## src/design/bdc_pkg.sv

```systemverilog
`timescale 1ns / 1ps
// ----------------------------------------------------------------------------
// Bounded distribution counter package
// Sizes, modulus, state and control types, and the limit clamp shared by the
// counter modules.
// ----------------------------------------------------------------------------
package bdc_pkg;

    localparam int MAX_TOTAL = 4096;

    localparam int W_FIELD = 13;
    localparam int W_VAL   = 30;
    localparam int W_WIDX  = $clog2(MAX_TOTAL + 1);
    localparam int W_CNT   = $clog2(MAX_TOTAL + 2);

    localparam int W_TDATA_IN  = ((W_FIELD + 7) / 8) * 8;
    localparam int W_TDATA_OUT = ((W_VAL + 7) / 8) * 8;

    localparam logic [W_VAL-1:0] MODULUS  = W_VAL'(1000000007);
    localparam logic [W_CNT-1:0] CNT_LAST = W_CNT'(MAX_TOTAL + 1);

    typedef enum logic [1:0] {
        ST_IDLE,
        ST_PREFIX,
        ST_UPDATE,
        ST_DONE
    } t_state;

    typedef enum logic {
        ALU_ADD,
        ALU_SUB
    } t_alu_op;

    typedef struct packed {
        logic              prefix_act;
        logic              update_act;
        logic [W_CNT-1:0]  cnt;
        logic              row_clear;
        logic [W_WIDX-1:0] limit;
        logic [W_WIDX-1:0] target;
    } t_ctl;

    typedef struct packed {
        logic load;
        logic last;
    } t_load;

    function automatic logic [W_WIDX-1:0] clamp_idx(input logic [W_FIELD-1:0] v);
        logic [W_WIDX-1:0] r;
        if (int'(v) > MAX_TOTAL) begin
            r = W_WIDX'(MAX_TOTAL);
        end else begin
            r = W_WIDX'(v);
        end
        return r;
    endfunction

endpackage

```

## src/design/bdc_ctrl.sv

```systemverilog
`timescale 1ns / 1ps
// ----------------------------------------------------------------------------
// Pass sequencer
// Accepts one item, steps the row index through the prefix pass and the update
// pass, and hands the result to the output register.
// ----------------------------------------------------------------------------
module bdc_ctrl (
    input  logic                        i_clk,
    input  logic                        i_rst_n,
    input  logic                        i_in_valid,
    input  logic [bdc_pkg::W_FIELD-1:0] i_share_limit,
    input  logic                        i_first_item,
    input  logic                        i_last_item,
    input  logic [bdc_pkg::W_FIELD-1:0] i_total_count,
    input  logic                        i_out_free,
    output logic                        o_in_ready,
    output bdc_pkg::t_ctl               o_ctl,
    output bdc_pkg::t_load              o_load
);

    bdc_pkg::t_state            r_state;
    bdc_pkg::t_state            n_state;
    logic [bdc_pkg::W_CNT-1:0]  r_cnt;
    logic                       r_row_clear;
    logic [bdc_pkg::W_WIDX-1:0] r_limit;
    logic [bdc_pkg::W_WIDX-1:0] r_target;
    logic                       r_last;
    logic                       accept;
    logic                       cnt_end;

    assign accept  = (r_state == bdc_pkg::ST_IDLE) && i_in_valid;
    assign cnt_end = (r_cnt == bdc_pkg::CNT_LAST);

    always_comb begin
        n_state = r_state;
        unique case (r_state)
            bdc_pkg::ST_IDLE: begin
                if (i_in_valid) n_state = bdc_pkg::ST_PREFIX;
            end
            bdc_pkg::ST_PREFIX: begin
                if (cnt_end) n_state = bdc_pkg::ST_UPDATE;
            end
            bdc_pkg::ST_UPDATE: begin
                if (cnt_end) n_state = bdc_pkg::ST_DONE;
            end
            bdc_pkg::ST_DONE: begin
                if (i_out_free) n_state = bdc_pkg::ST_IDLE;
            end
            default: n_state = bdc_pkg::ST_IDLE;
        endcase
    end

    always_comb begin
        o_in_ready        = 1'b0;
        o_ctl.prefix_act  = 1'b0;
        o_ctl.update_act  = 1'b0;
        o_load.load       = 1'b0;
        unique case (r_state)
            bdc_pkg::ST_IDLE:   o_in_ready       = 1'b1;
            bdc_pkg::ST_PREFIX: o_ctl.prefix_act = 1'b1;
            bdc_pkg::ST_UPDATE: o_ctl.update_act = 1'b1;
            bdc_pkg::ST_DONE:   o_load.load      = i_out_free;
            default:            o_in_ready       = 1'b0;
        endcase
        o_ctl.cnt       = r_cnt;
        o_ctl.row_clear = r_row_clear;
        o_ctl.limit     = r_limit;
        o_ctl.target    = r_target;
        o_load.last     = r_last;
    end

    always_ff @(posedge i_clk) begin
        if (!i_rst_n) begin
            r_state     <= bdc_pkg::ST_IDLE;
            r_cnt       <= '0;
            r_row_clear <= 1'b1;
        end else begin
            r_state <= n_state;
            if (accept || cnt_end) begin
                r_cnt <= '0;
            end else if ((r_state == bdc_pkg::ST_PREFIX) || (r_state == bdc_pkg::ST_UPDATE)) begin
                r_cnt <= r_cnt + bdc_pkg::W_CNT'(1);
            end
            if (accept && i_first_item) begin
                r_row_clear <= 1'b1;
            end else if ((r_state == bdc_pkg::ST_UPDATE) && cnt_end) begin
                r_row_clear <= 1'b0;
            end
        end
    end

    always_ff @(posedge i_clk) begin
        if (accept) begin
            r_limit  <= bdc_pkg::clamp_idx(i_share_limit);
            r_target <= bdc_pkg::clamp_idx(i_total_count);
            r_last   <= i_last_item;
        end
    end

endmodule

```

## config.mk

```make
export PLATFORM = sky130hd
export DESIGN_NAME = bdc_ctrl
export DESIGN_NICKNAME = d
export VERILOG_FILES = /design/src/design/bdc_pkg.sv /design/src/design/bdc_ctrl.sv
export SDC_FILE = /design/constraint.sdc
export NUM_CORES = 1
export LEC_CHECK = 0
export ABC_AREA = 1
export CORE_MARGIN = 1.5
export CORE_UTILIZATION = 44
export DETAILED_ROUTE_END_ITERATION = 12
export DONT_BUFFER_PORTS = 1
export PLACE_DENSITY_LB_ADDON = 0.12
export SYNTH_ARGS = -nofsm -noshare
export SYNTH_HDL_FRONTEND = slang
export SYNTH_SLANG_ARGS = --single-unit
```

## constraint.sdc

```tcl
create_clock -name i_clk -period 2.7 [get_ports i_clk]
set_clock_uncertainty 0.15 [all_clocks]
set_input_delay 0.135 -clock i_clk [delete_from_list [all_inputs] [get_ports i_clk]]
set_output_delay 0.135 -clock i_clk [all_outputs]
set_load 0.01 [all_outputs]
```

# == Word level (Yosys, flattened, before mapping) ==
# Index checks and enable logic that the tools add are counted.
# totals
elab_cells,36
inputBits,32
register_bits,43
output_inout_bits,45
# classes
order_cmp,2
muxes,9
bitwise,1
n_reduce_logical,9
eq_ne,8
addsub,1
# ops
op,count
$gt 13x13->1 const B,2
$add 13x1->13 const B,1
$eq 13x13->1 const B,1
$mux 2,4
$ne 2x2->1 const B,4
$pmux 2 s4,1
$eq 2x2->1 const B,2
$mux 1,4
$reduce_and 4->1,1
$reduce_or 2->1,2
$logic_and 1x1->1,3
$eq 2x1->1 const B,1
$logic_not 2->1,1
$logic_or 1x1->1,2
$not 1->1,1

# == Longest topological paths before layout ==
# Gate-level depths: netlist of the first run.
# depth
ltp_word,4
ltp_mapped,10
depth_no_buf,9

# == Least setup slack after synthesis of the first run ==
# No wires, ideal clock.
# synth_path
kind,register -> register
startpoint,register r_state[0]
endpoint,register r_cnt[11] (netlist bit)
setup_time_ns,0.115
path_slack_ns,0.693
n_path_buf,1
arrival_ns,1.741
stages_incl_launch_ff,11
path_cell_list,dfxtp_1 -> inv_1 -> ha_1 -> nand2_1 -> inv_1 -> nor2_1 -> nand2_2 -> buf_6 -> inv_2 -> nand2_1 -> nor2_1
# synth_via
elab_chain_cells,4
word_cells_on_any_way,7
cone_classes,eq/ne (2); reduce/logical (5)
# synth_rtl
element,line,source
"start, declared",bdc_ctrl.sv:21,bdc_pkg::t_state r_state;
"start signal, assigned",bdc_ctrl.sv:74,r_state <= bdc_pkg::ST_IDLE;
"start signal, assigned",bdc_ctrl.sv:78,r_state <= n_state;
$logic_not 2->1,bdc_ctrl.sv:31,assign accept = (r_state == bdc_pkg::ST_IDLE) && i_in_valid;
$logic_and 1x1->1,bdc_ctrl.sv:31,
net accept,bdc_ctrl.sv:28,logic accept;
$logic_or 1x1->1,bdc_ctrl.sv:79,if (accept || cnt_end) begin
$reduce_or 2->1 (no line),n/a,
"end signal, assigned",bdc_ctrl.sv:82,r_cnt <= r_cnt + bdc_pkg::W_CNT'(1);
"end, declared",bdc_ctrl.sv:23,logic [bdc_pkg::W_CNT-1:0] r_cnt;
# The timed path passes the listed nets, and every way through them passes these cells.
# A chain may end at the register's enable or synchronous reset.

# == Final worst setup path of the first run ==
# layout_path
startpoint,register r_state[0]
endpoint,register r_row_clear
# layout_via
elab_chain_cells,4
word_cells_on_any_way,6
cone_classes,eq/ne (1); reduce/logical (5)
# layout_rtl
element,line,source
$logic_not 2->1,bdc_ctrl.sv:31,
$logic_and 1x1->1,bdc_ctrl.sv:31,
net accept,bdc_ctrl.sv:28,
$logic_and 1x1->1,bdc_ctrl.sv:84,if (accept && i_first_item) begin
$reduce_or 2->1 (no line),n/a,
"end signal, assigned",bdc_ctrl.sv:76,r_row_clear <= 1'b1;
"end signal, assigned",bdc_ctrl.sv:85,r_row_clear <= 1'b1;
"end signal, assigned",bdc_ctrl.sv:87,r_row_clear <= 1'b0;
"end, declared",bdc_ctrl.sv:24,logic r_row_clear;
# The timed path passes the listed nets, and every way through them passes these cells.

==> flow_summary_export.csv, run 1 <==
group,metric,value,unit
cells_and_area,diodes,0,
critical_path,rr_startpoint,"r_state[0]$_SDFFE_PN0P_",
sta,rsz0062_at_grt,"false",
hold_path,hp-class,"in2reg",
power_and_ir_drop,power_frac_seq,53.3,%
critical_path,crit-reg2reg-capture,"r_row_clear$_SDFFE_PP1P_",
route,drc,0,
critical_path,path_buf_inv,4,
global_routing,antenna_found_initial,0,
yosys,async_reset_ff_share,0,%
route,wire_per_inst,12.8,um
critical_path,crit_type,"reg2reg",
critical_path,cp_cell_sequence,"inv_1, ha_1, nand2_1, inv_1, buf_4, nand2_1, nand3_1, dlygate4sd3_1",
hold_path,hold_depth,2,
sta,fin_tns_setup,0,ps
power_and_ir_drop,switching_share,33.7,%
power_and_ir_drop,power_leakage,1.04,nW
hold_path,min_from,"i_total_count[12]",
power_and_ir_drop,clockPowerShare,22.0,%
power_and_ir_drop,total_power,1.78,mW
yosys,ys_seq_area_share,55.6,%
yosys,synth_area_per_cell,9.08,sq um
global_routing,grt_pass1_wl,6.53,mm
route,drt_first_iter_violations,82,
sta,post-route-worst-setup-slack,599,ps
yosys,synth-seq-cells,43,
critical_path,worst-r2r-setup-slack,600,ps
power_and_ir_drop,p_comb_share,24.7,%
critical_path,crit_required,2730,ps
cells_and_area,area_delta_synth_final,20.6,%
critical_path,crit_fanout,28,
yosys,yosys.cell_types.count,31,
cts,htreeDepth,2,
route,antenna_left,0,
hold_path,min_to,"r_target[11]$_SDFFCE_PN0P_",
cts,cts_tree,"built",
sta,min_period_over_period,77.8,%
yosys,syn_nets,263,
critical_path,cp-startpoint,"r_state[0]$_SDFFE_PN0P_",
cells_and_area,layout.nets,295,
yosys,syn-cell-area,0.00203,sq mm
route,drtPass1Iterations,4,
critical_path,cp_top_family,"buffers and inverters",
sta,final_max_slew_viol_count,0,
die,die_h,71,um
power_and_ir_drop,p_sw,599,uW
cts,clk_pin_slew,80,ps
die,io_pins,77,
critical_path,crit_path_end_kind,"flop",
critical_path,slowest_delay,550,ps
sta,max_slew_margin,61.3,%
global_routing,gr-total-overflow,0,
cts,cts_buffer_depth,2,
sta,setup_violations,0,
global_routing,grt_pass1_vias,1458,
cts,clk_latency,290,ps
placement,dpl_worst_slack,855,ps
critical_path,cp_slowest_cell,"dlygate4sd3_1",
critical_path,start_kind,"flop",
die,fp.dieArea,0.00504,sq mm
cts,post_cts_buffers,0,
sta,tightest_slew,575,ps
yosys,synth_edf_count,27,
route,vias_per_cell,4.84,
sta,timing.hold.ws,34.2,ps
cts,cts_sinks,43,
die,start_util,46.1,%
die,rows,24,
power_and_ir_drop,peakVddDrop,0.000492,V
run,cap_violations,0,
placement,portBuffers,0,
cells_and_area,drive_gt1_share,9.34,%
critical_path,r2r_cells,8,
cells_and_area,fillers,389,
cts,cts-buffers-inserted,5,
power_and_ir_drop,intPower,1.18,mW
yosys,synthCells,224,
die,core_area,0.00441,sq mm
route,finalWirelength,3.95,mm
outcome,status,"finished, final reports clean",
sta,min_period,2100,ps
yosys,synth_ff_type,"edfxtp_1",
cts,root_buffer,"clkbuf_8",
yosys,yosysWarnings,0,
placement,hpwl,2.70,mm
route,vias,1495,
die,die_w,71,um
power_and_ir_drop,power_density,725,mW/mm^2
global_routing,grt_util_all_layers,16.7,%
global_routing,grt_max_degree,29,
critical_path,arrival,2130,ps
sta,hold_violations,0,
cells_and_area,fin_util,55.6,%
placement,gp_congestion,0.782,
sta,fmax,0.476,GHz
-- synth_stat cells (2+ instances only) --
master / n / area [sq um]
nor2_1: 46 / 173
inv_1: 42 / 158
nand2_1: 28 / 105
edfxtp_1: 27 / 811
dfxtp_1: 16 / 320
a21oi_1: 7 / 35.0
ha_1: 7 / 87.6
nand3_1: 7 / 35.0
nand4_1: 6 / 37.5
nor3_1: 3 / 15.0
nor4_1: 3 / 18.8
or2_2: 3 / 18.8
xnor2_1: 3 / 26.3
a21boi_0: 2 / 15.0
buf_2: 2 / 10.0
buf_4: 2 / 15.0
clkbuf_1: 2 / 7.51
inv_2: 2 / 7.51
nand3_2: 2 / 20.0
nor2_2: 2 / 12.5
xor2_1: 2 / 17.5
-- layout by cell type (no fill, tap or decap), types with 6 or more instances in the layout --
cell type,netlist,layout
nor2_1,46,46
inv_1,42,42
dlygate4sd3_1,0,29
nand2_1,28,28
edfxtp_1,27,27
dfxtp_1,16,16
a21oi_1,7,7
nand3_1,7,7
ha_1,7,7
nand4_1,6,6
-- how the worst max path moves through the flow --
stage	depth (start not counted)	slack [ps]	to
after floorplan	10	690	r_cnt[11]$_SDFFE_PP0P_
after global placement	8	950	r_cnt[9]$_SDFFE_PP0P_
after detailed placement	8	860	r_cnt[9]$_SDFFE_PP0P_
after CTS	8	580	r_row_clear$_SDFFE_PP1P_
after global routing	8	410	r_row_clear$_SDFFE_PP1P_
final	8	600	r_row_clear$_SDFFE_PP1P_
-- per-layer routing --
layer	track usage, %	wire length [um]
met5	0	0
met4	7.34	103
met3	6.27	384
met2	28.2	1920
met1	18.9	1550
-- worst register-to-register path, stage by stage (launching register included) --
cell and delay [ps]:
dfxtp_1 390, inv_1 100, ha_1 270, nand2_1 90, inv_1 50, buf_4 230
nand2_1 100, nand3_1 70, dlygate4sd3_1 550
-- power by group through the flow --
stage | Sequential [mW] | Clock [mW] | Combinational, mW
2_1_floorplan | 0.947 | 0 | 0.341
3_3_place_gp | 0.961 | 0 | 0.409
3_5_place_dp | 0.965 | 0 | 0.412
4_1_cts | 0.949 | 0.405 | 0.446
5_1_grt | 0.960 | 0.430 | 0.501
6_report | 0.948 | 0.391 | 0.439
-- stage by stage --
stage | instances | instance area, sq um
floorplan | 224 | 2030
global placement | 272 | 2080
detailed placement | 272 | 2080
CTS | 309 | 2450
global route | 309 | 2450
finish | 309 | 2450
-- final cells by class --
cell class                 count  area [sq um]  area share [%]
clock buffer                   6          72.6            2.96
tap                           52          65.1            2.65
inverter                      44           165            6.73
clock inverter                 2          12.5           0.510
multi-input combinational    130           694            28.3
timing repair buffer          32           313            12.7
sequential                    43          1130            46.1
-- cells by family (layout without fill, tap and decap cells) --
family,after synthesis,in the layout,synth area share [%]
simple gates,106,106,24.2
xor+xnor,5,5,2.15
buf+inv,51,84,10.3
fa+ha+maj,7,7,4.30
compound gates,12,12,3.51
flops,43,43,55.6
-- state kept, by name (all words and copies together), names as in the netlist --
name	flops
r_row_clear	1
r_state	2
r_limit	13
r_last	1
r_target	13
r_cnt	13
-- timing repair --
| action | in CTS | in global routing |
|---|---|---|
| hold endpoints to repair | 30 | 0 |
| resized for setup | 0 | 0 |
| endpoints found under the setup margin | 0 | 0 |
| hold buffers | 29 | 0 |
(Power assumes the default switching activity.)
==> run 2: changes to the inputs <==
Clock period 2.7 ns to 1.9 ns, I/O delays scaled along.
==> run 2 against run 1 <==
Fmax is 22% higher. Sequential cell count unchanged. Largest power group unchanged. Die area unchanged. Sequential share of layout area decreased by 0.40 points. Routed wire length up 5.1%. Worst setup slack worse by 420 ps. Hold slack improved by 2.5 ps. Final area increased by 0.87%.
==> flow_summary_export.csv, run 2 (synthesis gave the netlist of run 1 again) <==
group,metric,value,unit
route,finalWirelength,4.16,mm
global_routing,grt_util_all_layers,17.0,%
critical_path,crit_fanout,11,
global_routing,gr-total-overflow,0,
die,fp.dieArea,0.00504,sq mm
die,start_util,46.1,%
critical_path,crit_path_end_kind,"flop",
cts,htreeDepth,2,
sta,rsz0062_at_grt,"false",
cells_and_area,diodes,0,
die,core_area,0.00441,sq mm
cells_and_area,final_cells,309,
power_and_ir_drop,power_leakage,1.04,nW
sta,tightest_slew,1190,ps
placement,gp_congestion,0.795,
global_routing,grt_busiest_layer,"met2",
die,die_w,71,um
cells_and_area,drive_gt1_share,11.7,%
cells_and_area,fin_util,56.1,%
sta,min_period_over_period,90.4,%
sta,fin_tns_setup,0,ps
cells_and_area,top_regs,"r_cnt (13), r_limit (13), r_target (13)",
placement,dp.cells,273,
placement,hpwl,2.83,mm
sta,setup_violations,0,
run,cap_violations,0,
cts,cts_tree,"built",
cts,cts_sinks,43,
sta,hold_violations,0,
die,io_pins,77,
sta,timing.hold.ws,36.7,ps
cts,cts_buffer_depth,2,
route,drtPass1Iterations,4,
route,drc,0,
outcome,status,"finished, final reports clean",
hold_path,hp-class,"in2reg",
cells_and_area,layout.nets,296,
cts,clk_latency,290,ps
cts,cts-buffers-inserted,5,
die,rows,24,
critical_path,arrival,1750,ps
route,drt_first_iter_violations,61,
die,die_h,71,um
sta,final_max_slew_viol_count,0,
route,antenna_left,0,
global_routing,grt_pass1_vias,1468,
cells_and_area,final_common_cell,"nor2_1",
critical_path,crit_required,1940,ps
route,wire_per_inst,13.4,um
sta,min_period,1720,ps
cells_and_area,final_cell_mix,"nor2_1 (45), inv_1 (39), dlygate4sd3_1 (29), nand2_1 (27), edfxtp_1 (27)",
global_routing,grt_max_degree,29,
cts,root_buffer,"clkbuf_8",
sta,fmax,0.582,GHz
cts,cts_resized,0,
sta,max_slew_margin,20.1,%
global_routing,grt_use_met1,17.6,%
power_and_ir_drop,peakVddDrop,0.000763,V
cells_and_area,area_delta_synth_final,21.6,%
global_routing,grtUsageMet2,31.2,%
critical_path,crit_type,"reg2reg",
power_and_ir_drop,power_density,1050,mW/mm^2
global_routing,antenna_found_initial,0,
global_routing,grt_pass1_wl,6.67,mm
route,vias,1519,
critical_path,start_kind,"flop",
placement,portBuffers,0,
global_routing,met3_usage,6.55,%
route,vias_per_cell,4.92,
cells_and_area,fillers,391,
cts,clk_pin_slew,80,ps
## run 2: changes by cell type in the layout (fill, tap and decap cells not counted)
cell / delta
nor2_1: -1
clkbuf_1: -1
nand2_1: -1
nor2_2: +1
buf_4: +1
ha_4: +1
nand2_2: +1
ha_1: -1
inv_1: -3
clkinv_1: +1
inv_2: +2
## run 2: area by class of cell
type                            count  area (sq um)  area share, %
Tap cell                           52          65.1           2.63
Clock buffer                        5          68.8           2.78
Clock inverter                      2          8.76          0.354
Timing Repair Buffer               33           320           12.9
Sequential cell                    43          1130           45.7
Multi-Input combinational cell    130           712           28.8
Inverter                           44           169           6.83
## run 2: per-stage QoR
stage	cell area, sq um	setup WS (ps)	power, mW
2_1_floorplan	2060	9.11	1.89
3_3_place_gp	2110	217	2.02
3_5_place_dp	2110	161	2.05
4_1_cts	2470	182	2.62
5_1_grt	2470	33.2	2.75
6_report	2470	182	2.61
## run 2: worst paths after layout
kind                       startpoint  slack [ps]                       end  cells past startpoint
max             r_cnt[1]$_SDFFE_PP0P_         180     r_cnt[9]$_SDFFE_PP0P_                      8
min                        i_out_free          40   r_state[0]$_SDFFE_PN0P_                      4
max reg2reg     r_cnt[1]$_SDFFE_PP0P_         180     r_cnt[9]$_SDFFE_PP0P_                      8
min reg2reg  r_row_clear$_SDFFE_PP1P_         370  r_row_clear$_SDFFE_PP1P_                      2
## run 2: repair_timing
action / CTS / global route
endpoints found under the setup margin: 0 / 0
endpoints found under the hold margin: 30 / 0
buffers inserted: 0 / 0
hold buffers: 29 / 0
## run 2: routing by layer
metal | vias to the layer above | part of all wire, %
li1 | 765 | -
met1 | 691 | 40
met2 | 56 | 51
met3 | 7 | 7.7
met4 | 0 | 1.5
met5 | - | 0
## run 2: worst max-delay path, stage by stage (launching register included)
cell	delay, ps
dfxtp_1	390
inv_1	90
ha_1	130
nand2_1	50
nor3_1	210
nand2_1	130
nand2_2	240
a21oi_1	70
and2_1	150
## run 2: report_power, final
part / switching (mW) / internal [mW] / total, mW
registers: 0.139 / 1.20 / 1.34
clock network: 0.290 / 0.245 / 0.535
logic: 0.454 / 0.278 / 0.732
==> run 3: changes to the inputs <==
Settings changed: PLACE_DENSITY set to 0.67, PLACE_DENSITY_LB_ADDON 0.12 to unset.
==> run 3 against run 2 <==
Worst setup slack improved by 23 ps. Via count rose by 0.33%. Global-route usage shrank 0.38 points. Register-to-register slack improved by 20 ps. Largest cell class unchanged. Largest power group unchanged. Highest routed layer unchanged.
==> flow_summary_export.csv, run 3 (synthesis gave the netlist of run 1 again) <==
group,metric,value,unit
cells_and_area,drive_gt1_share,12.4,%
power_and_ir_drop,intPower,1.86,mW
critical_path,crit_fanout,7,
route,wire_per_inst,12.5,um
critical_path,cp_top_family,"simple AND/OR/NAND/NOR gates",
cts,cts-buffers-inserted,5,
power_and_ir_drop,power_leakage,1.06,nW
placement,portBuffers,0,
critical_path,crit_type,"reg2reg",
critical_path,crit_path_end_kind,"flop",
global_routing,grt_max_degree,29,
cts,root_buffer,"clkbuf_8",
cells_and_area,area_delta_synth_final,23.5,%
cts,cts_resized,0,
cells_and_area,final_cell_mix,"nor2_1 (45), inv_1 (39), dlygate4sd3_1 (29), nand2_1 (27), edfxtp_1 (27)",
critical_path,slowest_delay,400,ps
critical_path,cp_cell_sequence,"inv_2, ha_4, inv_2, nor2_4, nand2_1, nor2_2, or2_1, and2_1",
critical_path,r2r_cells,8,
placement,dpl_worst_slack,219,ps
outcome,status,"finished, final reports clean",
sta,final_max_slew_viol_count,0,
route,vias_per_cell,4.90,
cells_and_area,top_regs,"r_cnt (13), r_limit (13), r_target (13)",
die,rows,24,
critical_path,crit_required,1930,ps
critical_path,cp_common_cell,"inv_2",
global_routing,grt_util_all_layers,16.6,%
route,drtPass1Iterations,4,
critical_path,path_buf_inv,2,
die,die_w,71,um
sta,hold_violations,0,
sta,fin_tns_setup,0,ps
critical_path,crit-reg2reg-capture,"r_cnt[9]$_SDFFE_PP0P_",
cts,cts_sinks,43,
die,core_area,0.00441,sq mm
hold_path,hp-class,"in2reg",
global_routing,antenna_found_initial,0,
hold_path,min_from,"i_out_free",
power_and_ir_drop,power_frac_seq,48.9,%
route,vias,1524,
hold_path,hold_depth,4,
power_and_ir_drop,clockPowerShare,24.7,%
critical_path,rr_startpoint,"r_state[0]$_SDFFE_PN0P_",
critical_path,arrival,1720,ps
power_and_ir_drop,peakVddDrop,0.000815,V
global_routing,gr-total-overflow,0,
route,drc,0,
cts,hold_buffers,29,
sta,max_slew_margin,77.5,%
die,io_pins,77,
sta,fmax,0.590,GHz
critical_path,start_kind,"flop",
die,die_h,71,um
route,drt_first_iter_violations,45,
die,start_util,46.1,%
sta,timing.hold.ws,29.6,ps
cts,htreeDepth,2,
hold_path,min_to,"r_state[1]$_SDFFE_PN0P_",
cts,clk_pin_slew,80,ps
cells_and_area,final_common_cell,"nor2_1",
placement,gp_congestion,0.769,
run,cap_violations,0,
cts,cts_buffer_depth,2,
cells_and_area,diodes,0,
sta,min_period,1690,ps
route,antenna_left,0,
sta,rsz0062_at_grt,"false",
sta,min_period_over_period,89.2,%
die,fp.dieArea,0.00504,sq mm
power_and_ir_drop,switching_share,31.6,%
cells_and_area,layout.nets,297,
sta,tightest_slew,338,ps
global_routing,grt_pass1_vias,1561,
placement,hpwl,2.70,mm
sta,setup_violations,0,
sta,post-route-worst-setup-slack,205,ps
power_and_ir_drop,p_sw,860,uW
critical_path,cp_slowest_cell,"dfxtp_1",
power_and_ir_drop,power_density,1080,mW/mm^2
cts,post_cts_buffers,0,
cts,clk_latency,280,ps
global_routing,grt_pass1_wl,6.76,mm
critical_path,worst-r2r-setup-slack,210,ps
cts,cts_tree,"built",
power_and_ir_drop,p_comb_share,26.4,%
route,finalWirelength,3.88,mm
run 3: changes by cell type in the layout (fill, tap and decap cells not counted):
cell | previous run | this run
clkinv_2 | 1 | 0
bufinv_16 | 0 | 1
buf_4 | 4 | 5
clkinvlp_2 | 0 | 1
run 3: final cells by class:
cell class	count	area (sq um)
inverters	44	169
repair buffers	34	328
flip-flops and latches	43	1130
clock inverters	3	38.8
clock buffers	5	68.8
well taps	52	65.1
fillers	396	1900
multi-input cells	130	712
run 3: worst max-delay path by stage:
stage | endpoint | depth (start not counted) | from
after global placement | r_cnt[12]$_SDFFE_PP0P_ | 7 | r_state[1]$_SDFFE_PN0P_
after floorplan | r_cnt[10]$_SDFFE_PP0P_ | 10 | r_state[0]$_SDFFE_PN0P_
after CTS | r_cnt[9]$_SDFFE_PP0P_ | 8 | r_state[0]$_SDFFE_PN0P_
after global routing | r_cnt[12]$_SDFFE_PP0P_ | 7 | r_state[1]$_SDFFE_PN0P_
after detailed placement | r_state[0]$_SDFFE_PN0P_ | 7 | r_state[0]$_SDFFE_PN0P_
final | r_cnt[9]$_SDFFE_PP0P_ | 8 | r_state[0]$_SDFFE_PN0P_
run 3: worst reg2reg max path, cell delays in order, from the launching register on:
cell and delay, ps:
dfxtp_1 400, inv_2 80, ha_4 260, inv_2 140, nor2_4 70, nand2_1 90, nor2_2 40, or2_1 200
and2_1 150
run 3: stage by stage:
| stage | cell area (sq um) | util (%) | power [mW] | std cells |
|---|---|---|---|---|
| after detailed placement | 2110 | 47.9 | 2.04 | 274 |
| after CTS | 2510 | 56.9 | 2.77 | 311 |
| final | 2510 | 56.9 | 2.72 | 311 |
| after global routing | 2510 | 56.9 | 2.89 | 311 |
| after floorplan | 2060 | - | 1.89 | 224 |
| after global placement | 2110 | 47.9 | 2.02 | 274 |
run 3: power groups by stage:
stage	logic [mW]	registers (mW)	clock network, mW
after floorplan	0.546	1.35	0
after detailed placement	0.686	1.36	0
after CTS	0.735	1.33	0.703
final	0.717	1.33	0.673
after global routing	0.816	1.35	0.731
after global placement	0.666	1.35	0
run 3: per-layer routing:
metal  GRT usage [%]  part of all wire [%]  vias up  routed length (um)
met5               0                     0        -                   0
met4            5.24                   1.2        0                  45
met3            7.12                   9.0        6                 350
met2            29.1                    50       68                1930
met1            18.2                    40      679                1550
li1                -                     -      771                   -
